## src/hw/rtl/epg_pkg.sv

```systemverilog
package epg_pkg;

  localparam int RADIUS_BITS = 10;
  localparam int COORD_BITS  = 12;
  localparam int COLOR_BITS  = 8;
  localparam int DOT_BITS    = COORD_BITS + 1;
  localparam int POS_BITS    = RADIUS_BITS + 1;
  localparam int ERR_BITS    = RADIUS_BITS + 3;
  localparam int PROD_BITS   = 2 * RADIUS_BITS;
  localparam int DIV_CNT_BITS = $clog2(PROD_BITS + 1);

  localparam logic CMD_START = 1'b0;
  localparam logic CMD_STEP  = 1'b1;

  // Request into the shared divider.
  typedef struct packed {
    logic                   start;
    logic [PROD_BITS-1:0]   dividend;
    logic [RADIUS_BITS-1:0] divisor;
  } epg_div_req_t;

  // Status back from the shared divider.
  typedef struct packed {
    logic                 done;
    logic [PROD_BITS-1:0] quotient;
  } epg_div_sts_t;

endpackage

```

## src/hw/rtl/epg_divider.sv

```systemverilog
module epg_divider (
  input  logic                  clk,
  input  logic                  rst_n,
  input  epg_pkg::epg_div_req_t req,
  output epg_pkg::epg_div_sts_t sts
);

  logic                                busy_r;
  logic                                done_r;
  logic [epg_pkg::DIV_CNT_BITS-1:0]    cnt_r;
  logic [epg_pkg::RADIUS_BITS-1:0]     rem_r;
  logic [epg_pkg::RADIUS_BITS-1:0]     dvs_r;
  logic [epg_pkg::PROD_BITS-1:0]       quo_r;

  logic [epg_pkg::RADIUS_BITS:0]       trial;
  logic [epg_pkg::RADIUS_BITS:0]       diff;
  logic                                fits;

  // One restoring step: shift in the next dividend bit, subtract if it fits.
  assign trial = {rem_r, quo_r[epg_pkg::PROD_BITS-1]};
  assign fits  = trial >= {1'b0, dvs_r};
  assign diff  = trial - {1'b0, dvs_r};

  always_ff @(posedge clk) begin
    if (!rst_n) begin
      busy_r <= 1'b0;
      done_r <= 1'b0;
      cnt_r  <= '0;
    end else begin
      done_r <= 1'b0;
      if (req.start && !busy_r) begin
        busy_r <= 1'b1;
        cnt_r  <= epg_pkg::DIV_CNT_BITS'(epg_pkg::PROD_BITS);
        rem_r  <= '0;
        dvs_r  <= req.divisor;
        quo_r  <= req.dividend;
      end else if (busy_r) begin
        rem_r <= fits ? diff[epg_pkg::RADIUS_BITS-1:0] : trial[epg_pkg::RADIUS_BITS-1:0];
        quo_r <= {quo_r[epg_pkg::PROD_BITS-2:0], fits};
        cnt_r <= cnt_r - epg_pkg::DIV_CNT_BITS'(1);
        if (cnt_r == epg_pkg::DIV_CNT_BITS'(1)) begin
          busy_r <= 1'b0;
          done_r <= 1'b1;
        end
      end
    end
  end

  assign sts.done     = done_r;
  assign sts.quotient = quo_r;

endmodule

```

## src/hw/rtl/ellipse_point_generator_core.sv

```systemverilog
// Ellipse point generator: midpoint circle of the major radius, with the
// minor-axis offsets scaled by minor/major (truncating).
//
// Input channel (in_valid / in_stall): a start transfer (command 0) loads
// center, radii and color and gives no dots. A step transfer (command 1)
// gives one iteration's eight mirrored dots; a step while idle gives none.
// A start while an ellipse runs drops it and loads the new one.
// Result channel (out_valid / out_stall): one dot per transfer, last_of_step
// on the eighth, ellipse_done on every dot of the final iteration.
//
// Start items and idle steps are taken in the idle state and start no work.
// A working step computes two scaled offsets in turn, each by a multiply,
// a launch, the bit-serial shared divider and a collect of its quotient,
// then hands out the eight dots.
// in_stall stays high from the step transfer until the eighth dot is loaded
// into the output register; the next item may be taken while that dot waits.
// A stalled receiver holds the current dot and pauses the dot sequence.
// Reset (rst_n low, synchronous) clears the ellipse state, drops any
// pending dot and returns to idle.
module ellipse_point_generator_core (
  input  logic                                  clk,
  input  logic                                  rst_n,

  input  logic                                  in_valid,
  output logic                                  in_stall,
  input  logic                                  in_command,
  input  logic signed [epg_pkg::COORD_BITS-1:0] in_center_x,
  input  logic signed [epg_pkg::COORD_BITS-1:0] in_center_y,
  input  logic        [epg_pkg::RADIUS_BITS-1:0] in_radius_x,
  input  logic        [epg_pkg::RADIUS_BITS-1:0] in_radius_y,
  input  logic        [epg_pkg::COLOR_BITS-1:0] in_color,

  output logic                                  out_valid,
  input  logic                                  out_stall,
  output logic signed [epg_pkg::DOT_BITS-1:0]   out_dot_x,
  output logic signed [epg_pkg::DOT_BITS-1:0]   out_dot_y,
  output logic        [epg_pkg::COLOR_BITS-1:0] out_dot_color,
  output logic                                  out_last_of_step,
  output logic                                  out_ellipse_done
);

  typedef enum logic [2:0] {
    S_IDLE,
    S_MUL,
    S_DIV_GO,
    S_DIV_WAIT,
    S_EMIT
  } state_t;

  localparam int R   = epg_pkg::RADIUS_BITS;
  localparam int PB  = epg_pkg::POS_BITS;
  localparam int EB  = epg_pkg::ERR_BITS;
  localparam int DB  = epg_pkg::DOT_BITS;
  localparam int CB  = epg_pkg::COORD_BITS;

  state_t state_r;

  // Ellipse state
  logic                  active_r;
  logic                  major_on_x_r;
  logic signed [PB-1:0]  major_pos_r;
  logic signed [PB-1:0]  minor_pos_r;
  logic signed [EB-1:0]  error_r;
  logic signed [CB-1:0]  cx_r;
  logic signed [CB-1:0]  cy_r;
  logic [R-1:0]          rmaj_r;
  logic [R-1:0]          rmin_r;
  logic [epg_pkg::COLOR_BITS-1:0] color_r;

  // Per-step working registers
  logic signed [PB-1:0]  a_r;
  logic signed [PB-1:0]  b_r;
  logic                  last_r;
  logic                  sel_b_r;
  logic [epg_pkg::PROD_BITS-1:0] prod_r;
  logic [PB-1:0]         sa_r;
  logic [PB-1:0]         sb_r;
  logic [2:0]            dot_cnt_r;

  // Output register
  logic                  out_valid_r;
  logic signed [DB-1:0]  dot_x_r;
  logic signed [DB-1:0]  dot_y_r;
  logic [epg_pkg::COLOR_BITS-1:0] dot_color_r;
  logic                  last_of_step_r;
  logic                  ellipse_done_r;

  epg_pkg::epg_div_req_t div_req;
  epg_pkg::epg_div_sts_t div_sts;

  logic                  in_xfer;
  logic                  out_take;
  logic                  dot_load;

  // Next iteration of the midpoint circle
  logic signed [EB-1:0]  a_e;
  logic signed [EB-1:0]  b_e;
  logic signed [EB-1:0]  err_dec;
  logic signed [EB-1:0]  err_inc;
  logic signed [PB-1:0]  major_step;
  logic signed [PB-1:0]  minor_step;
  logic                  step_last;

  // Multiply operand and divider result
  logic signed [PB-1:0]  mul_p;
  logic [R-1:0]          mul_op;
  logic [PB-1:0]         scaled;

  // Dot assembly
  logic                  start_major_on_x;
  logic signed [DB-1:0]  ax_e;
  logic signed [DB-1:0]  bx_e;
  logic signed [DB-1:0]  sa_e;
  logic signed [DB-1:0]  sb_e;
  logic signed [DB-1:0]  mag_x;
  logic signed [DB-1:0]  mag_y;
  logic signed [DB-1:0]  off_x;
  logic signed [DB-1:0]  off_y;
  logic signed [DB-1:0]  dot_x;
  logic signed [DB-1:0]  dot_y;

  assign in_stall = (state_r != S_IDLE);
  assign in_xfer  = in_valid && !in_stall;
  assign out_take = out_valid_r && !out_stall;
  assign dot_load = (state_r == S_EMIT) && (!out_valid_r || out_take);

  assign a_e        = {{(EB-PB){major_pos_r[PB-1]}}, major_pos_r};
  assign b_e        = {{(EB-PB){minor_pos_r[PB-1]}}, minor_pos_r};
  assign err_dec    = error_r - (b_e <<< 1) + EB'(1);
  assign err_inc    = err_dec + ((a_e - EB'(1)) <<< 1);
  assign minor_step = minor_pos_r + PB'(1);
  assign major_step = err_dec[EB-1] ? (major_pos_r - PB'(1)) : major_pos_r;
  assign step_last  = major_step < minor_step;

  // Non-positive positions scale to zero.
  assign mul_p  = sel_b_r ? b_r : a_r;
  assign mul_op = (!mul_p[PB-1] && (mul_p != '0)) ? mul_p[R-1:0] : '0;

  assign div_req.start    = (state_r == S_DIV_GO);
  assign div_req.dividend = prod_r;
  assign div_req.divisor  = rmaj_r;

  // A zero major radius means both radii are zero: offsets are zero.
  assign scaled = (rmaj_r == '0) ? '0 : div_sts.quotient[PB-1:0];

  epg_divider u_div (
    .clk   (clk),
    .rst_n (rst_n),
    .req   (div_req),
    .sts   (div_sts)
  );

  assign start_major_on_x = in_radius_x > in_radius_y;

  assign ax_e = {{(DB-PB){a_r[PB-1]}}, a_r};
  assign bx_e = {{(DB-PB){b_r[PB-1]}}, b_r};
  assign sa_e = {{(DB-PB){1'b0}}, sa_r};
  assign sb_e = {{(DB-PB){1'b0}}, sb_r};

  // Dots 0-3 mirror the major-position octant, 4-7 the minor one;
  // bit 1 of the count negates x, bit 0 negates y.
  always_comb begin
    if (major_on_x_r) begin
      mag_x = dot_cnt_r[2] ? bx_e : ax_e;
      mag_y = dot_cnt_r[2] ? sa_e : sb_e;
    end else begin
      mag_x = dot_cnt_r[2] ? sb_e : sa_e;
      mag_y = dot_cnt_r[2] ? ax_e : bx_e;
    end
    off_x = dot_cnt_r[1] ? -mag_x : mag_x;
    off_y = dot_cnt_r[0] ? -mag_y : mag_y;
    dot_x = {cx_r[CB-1], cx_r} + off_x;
    dot_y = {cy_r[CB-1], cy_r} + off_y;
  end

  always_ff @(posedge clk) begin
    if (!rst_n) begin
      state_r      <= S_IDLE;
      active_r     <= 1'b0;
      major_on_x_r <= 1'b0;
      major_pos_r  <= '0;
      minor_pos_r  <= '0;
      error_r      <= '0;
      cx_r         <= '0;
      cy_r         <= '0;
      rmaj_r       <= '0;
      rmin_r       <= '0;
      color_r      <= '0;
      sel_b_r      <= 1'b0;
      dot_cnt_r    <= '0;
      out_valid_r  <= 1'b0;
    end else begin
      // Drain the output register unless a new dot is loaded below.
      if (out_take && !dot_load) begin
        out_valid_r <= 1'b0;
      end

      case (state_r)
        S_IDLE: begin
          if (in_xfer) begin
            if (in_command == epg_pkg::CMD_START) begin
              cx_r         <= in_center_x;
              cy_r         <= in_center_y;
              color_r      <= in_color;
              major_on_x_r <= start_major_on_x;
              rmaj_r       <= start_major_on_x ? in_radius_x : in_radius_y;
              rmin_r       <= start_major_on_x ? in_radius_y : in_radius_x;
              major_pos_r  <= {1'b0, (start_major_on_x ? in_radius_x : in_radius_y)};
              minor_pos_r  <= '0;
              error_r      <= {{(EB-R){1'b0}},
                               (start_major_on_x ? in_radius_x : in_radius_y)};
              active_r     <= 1'b1;
            end else if (active_r) begin
              // Latch this iteration's positions, advance the circle.
              a_r         <= major_pos_r;
              b_r         <= minor_pos_r;
              last_r      <= step_last;
              minor_pos_r <= minor_step;
              major_pos_r <= major_step;
              error_r     <= err_dec[EB-1] ? err_inc : err_dec;
              if (step_last) begin
                active_r <= 1'b0;
              end
              sel_b_r <= 1'b0;
              state_r <= S_MUL;
            end
          end
        end

        S_MUL: begin
          prod_r  <= epg_pkg::PROD_BITS'(mul_op) * epg_pkg::PROD_BITS'(rmin_r);
          state_r <= S_DIV_GO;
        end

        S_DIV_GO: begin
          state_r <= S_DIV_WAIT;
        end

        S_DIV_WAIT: begin
          if (div_sts.done) begin
            if (sel_b_r) begin
              sb_r      <= scaled;
              dot_cnt_r <= '0;
              state_r   <= S_EMIT;
            end else begin
              sa_r    <= scaled;
              sel_b_r <= 1'b1;
              state_r <= S_MUL;
            end
          end
        end

        S_EMIT: begin
          if (dot_load) begin
            out_valid_r    <= 1'b1;
            dot_x_r        <= dot_x;
            dot_y_r        <= dot_y;
            dot_color_r    <= color_r;
            last_of_step_r <= (dot_cnt_r == 3'd7);
            ellipse_done_r <= last_r;
            dot_cnt_r      <= dot_cnt_r + 3'd1;
            if (dot_cnt_r == 3'd7) begin
              state_r <= S_IDLE;
            end
          end
        end

        default: begin
          state_r <= S_IDLE;
        end
      endcase
    end
  end

  assign out_valid        = out_valid_r;
  assign out_dot_x        = dot_x_r;
  assign out_dot_y        = dot_y_r;
  assign out_dot_color    = dot_color_r;
  assign out_last_of_step = last_of_step_r;
  assign out_ellipse_done = ellipse_done_r;

  // A divider result only arrives while the sequencer waits for it.
  a_div_done_in_wait: assert property (@(posedge clk) disable iff (!rst_n)
    div_sts.done |-> (state_r == S_DIV_WAIT))
    else $error("divider finished outside the wait state");

  // A step transfer on a running ellipse launches the multiply.
  a_step_launches: assert property (@(posedge clk) disable iff (!rst_n)
    (in_xfer && (in_command == epg_pkg::CMD_STEP) && active_r) |=> (state_r == S_MUL))
    else $error("step transfer did not start the iteration");

  // New dots only come out of the dot sequence.
  a_dot_from_emit: assert property (@(posedge clk) disable iff (!rst_n)
    ($past(rst_n) && $rose(out_valid_r)) |-> ($past(state_r) == S_EMIT))
    else $error("dot loaded outside the dot sequence");

  // The ellipse ends only on an item transfer.
  a_active_falls_on_xfer: assert property (@(posedge clk) disable iff (!rst_n)
    ($past(rst_n) && $fell(active_r)) |-> $past(in_xfer))
    else $error("ellipse ended without an item transfer");

endmodule

```

## config.mk

```make
export PLATFORM = sky130hd
export DESIGN_NAME = ellipse_point_generator_core
export DESIGN_NICKNAME = d
export VERILOG_FILES = /design/src/hw/rtl/epg_pkg.sv /design/src/hw/rtl/epg_divider.sv /design/src/hw/rtl/ellipse_point_generator_core.sv
export SDC_FILE = /design/constraint.sdc
export NUM_CORES = 1
export LEC_CHECK = 0
export BUFFER_PORTS_ARGS = -buffer_cell sky130_fd_sc_hd__buf_2
export CAP_MARGIN = 10
export CORE_UTILIZATION = 55
export CTS_BUF_LIST = sky130_fd_sc_hd__clkbuf_16
export DETAILED_ROUTE_END_ITERATION = 16
export PLACE_DENSITY_LB_ADDON = 0.12
export RECOVER_POWER = 50
export REMOVE_ABC_BUFFERS = 1
export SLEW_MARGIN = 5
export SYNTH_ARGS = -nofsm -noshare
export SYNTH_HDL_FRONTEND = slang
export SYNTH_SLANG_ARGS = --single-unit
```

## constraint.sdc

```tcl
create_clock -name clk -period 15.3 [get_ports clk]
set_input_delay 1.53 -clock clk [delete_from_list [all_inputs] [get_ports clk]]
set_output_delay 1.53 -clock clk [all_outputs]
set_load 0.03 [all_outputs]
```

==> summary.md <==
| Metric | Value |
|---|---|
| Layout cells sized above 1 | `9.53%` |
| Synth warn | `0` |
| Wirelength, routed | `38.1 mm` |
| Area of the mapped netlist | `16,800 sq um` |
| Synth top cells by count | `nand2_1, ha_1, edfxtp_1` |
| Postcts setup bufs | `0` |
| CP max stage delay | `0.81 ns` |
| Length of the first detailed-routing pass in iterations | `5` |
| Ys flop type | `edfxtp_1` |
| Most common cell in the netlist | `nand2_1` |
| Avg Cell Area, Syn | `9.91 sq um` |
| Worst setup SP type | `register` |
| Worst clock skew | `0.0109 ns` |
| # DRC | `0` |
| GR peak layer | `met2` |
| Maximum vdd drop | `357 uV` |
| Fin nets | `2,049` |
| CTS resizes | `0` |
| Violated checks | `max-capacitance violations, max-slew violations` |
| PwrDens | `179 nW/um^2` |
| Initial core utilization | `56.3%` |
| IO Pins | `95` |
| CTS Buffer Depth | `3` |
| DR iter-0 viols | `771` |
| CP cell instances | `a21oi_1 -> nor2_1 -> nand2_1 -> fa_1 -> inv_1 -> fa_1 -> fa_1 -> fa_1 -> inv_1 -> fa_1 -> inv_1 -> ha_1 -> a21o_1 -> a21oi_1 -> o21ai_0 -> a2111oi_0 -> o21ai_0 -> a2111o_1 -> o211ai_1` |
| Min Tclk post-route | `7.14 ns` |
| Maxcap violations | `1` |
| Register Area | `6320 sq um` |
| Number of global-route vias before repair | `12,249` |
| Period utilization | `46.7%` |
| Cell taking the most area after synthesis | `edfxtp_1` |
| Via density | `5.71` |
| Skew-Pair Late Insertion Delay | `0.55 ns` |
| Post-synth cell types | `66` |
| Gr usage total | `25.1%` |
| Total CTS buffers | `27` |
| Die ar. | `31,300 sq um` |
| Endpoints failing setup | `0` |
| Cell family with most CP delay | `adder cells` |
| Port bufs | `94` |
| Chip width | `177 microns` |
| Vias | `12,471` |
| H-tree Lvls | `1` |
| CP max-delay cell | `dfxtp_1` |
| Worst EP arrival | `7.53 ns` |
| LEAKAGE | `7.68 nW` |
| CTS root buf | `clkbuf_16` |
| Num rows | `63` |
| Slew headroom | `-19.0%` |
| Area growth from synthesis to layout | `9.84%` |
| FFs w/ async S/R, synth | `0%` |
| CP endpoint kind | `register` |
| CP Max Fanout | `17` |
| DRT antenna net count | `0` |
| Measured slew at the worst slew-check pin | `1.79 ns` |
| CTS tree | `done` |
| Fill count | `2,538` |
| Fin area | `18,500 sq um` |
| Post-Route Setup TNS | `0 ns` |
| Fin. max-slew vios | `32` |
| FMAX | `140 MHz` |
| Footprint of the multi-input gates | `9800 sq um` |
| Worst hold path type | `register to register` |
| Synth top area cells | `edfxtp_1, dfxtp_1, ha_1` |
| Clock sinks | `245` |
| Core Box Area | `29,900 sq um` |
| GR Layer Usage met3 | `3.07%` |
| Dpl cell area | `17,700 sq um` |
| Number of synthesized flops with an enable pin | `141` |
| Final Hold Fails | `0` |
| Synth top area share | `25.2%` |
| WP data required | `15.69 ns` |
| Synth Register Bits | `245` |
| First-pass GRT wire length | `62.3 mm` |
| Status | `complete, but fails checks` |
| Largest net degree at the start of global routing | `53` |
| Worst-path clk slew | `0.06 ns` |
| Post-CTS Hold Buffers | `0` |
| Die height | `177 microns` |
| N_diodes | `0` |
| Crit Path Category | `register to register` |
| Routed WL per cell | `17.4 microns` |
| CP dominant cell by count | `fa_1` |
| RSZ-0062 raised after global routing | `false` |
| Initial antenna violation count | `0` |
| Synth Instances | `1,698` |
| Met2 usage | `39.9%` |
| Post-synthesis sequential area ratio | `37.5%` |
| Met1 usage | `35.5%` |
| Aggregate global routing overflow | `0` |
| RD Place Congestion | `0.886` |
| Post-DP HPWL | `28.7 mm` |
| Worst Path Buf+Inv | `3` |
-- power by group --
| group | switching (mW) | internal [mW] |
|---|---|---|
| Sequential | 0.0733 | 0.800 |
| Clock | 0.268 | 0.366 |
| Combinational | 1.02 | 0.789 |
| Total | 1.36 | 1.95 |
-- cells in the final DEF, fill, tap and decap left out, types with 26 or more instances in the layout --
| cell | synthesis | routed |
|---|---|---|
| mux2_2 | 28 | 28 |
| nand2_1 | 221 | 221 |
| o21ai_0 | 45 | 45 |
| inv_1 | 133 | 139 |
| fa_1 | 67 | 67 |
| ha_1 | 150 | 150 |
| nor2_1 | 116 | 114 |
| and2_1 | 75 | 61 |
| xor2_1 | 27 | 26 |
| edfxtp_1 | 141 | 141 |
| mux2i_1 | 35 | 35 |
| dfxtp_1 | 104 | 104 |
| clkbuf_16 | 0 | 28 |
| buf_2 | 1 | 60 |
| nor3_1 | 30 | 30 |
| a21oi_1 | 105 | 105 |
| nand3_1 | 27 | 26 |
| clkbuf_1 | 51 | 38 |
| xnor2_1 | 91 | 91 |
-- worst paths after layout --
path	startpoint	end	slack, ns	depth (start not counted)
max	sel_b_r$_SDFFE_PN0P_	prod_r[19]$_DFFE_PP_	8.16	19
min	color_r[4]$_SDFFE_PN0P_	out_dot_color[4]$_DFFE_PP_	0.43	0
min reg2reg	color_r[4]$_SDFFE_PN0P_	out_dot_color[4]$_DFFE_PP_	0.43	0
max reg2reg	sel_b_r$_SDFFE_PN0P_	prod_r[19]$_DFFE_PP_	8.16	19
-- metal layers --
layer	vias up	part of all wire, %
met5	-	0
met4	0	3.2
met3	65	6.0
met2	362	45
met1	5947	46
li1	6097	-
-- layout make-up --
type / instances / area share (%)
flip-flops and latches: 245 / 34.2
multi-input cells: 1258 / 53.0
inverters: 135 / 2.74
clock inverters: 21 / 0.866
clock buffers: 28 / 3.79
well taps: 390 / 2.64
repair buffers: 108 / 2.80
-- sequential cells by signal (all words and copies together), names as in the netlist, 8 cells and up --
name           count
a_r               11
b_r               11
color_r            8
cx_r              12
cy_r              12
error_r           13
major_pos_r       11
minor_pos_r       11
out_dot_color      8
out_dot_x         13
out_dot_y         13
prod_r            20
rmaj_r            10
rmin_r            10
sa_r              11
sb_r              11
u_div.dvs_r       10
u_div.quo_r       20
u_div.rem_r       10
-- metrics by stage --
stage	power (mW)	std cells	hold slack, ns	utilization (%)	setup slack [ns]
3_5_place_dp	2.68	2136	0.420	59.2	8.23
2_1_floorplan	2.28	1638	0.400	-	9.11
5_1_grt	3.58	2185	0.438	61.9	7.59
4_1_cts	3.33	2185	0.434	62.1	8.18
3_3_place_gp	2.63	2136	0.412	59.2	8.25
6_report	3.31	2185	0.430	61.9	8.16
-- cells by family (layout without fill, tap and decap cells) --
family	after synthesis	after routing	synth area share (%)
AOI/OAI and AO/OA	286	286	10.8
xor gates and xnor gates	118	118	6.14
adders and majority gates	217	217	19.1
buffers and inverters	195	292	4.45
DFF	245	245	37.5
muxes	83	83	6.70
and+or+nand+nor	554	554	15.3
No activity file was read; power rests on OpenSTA's default activity.
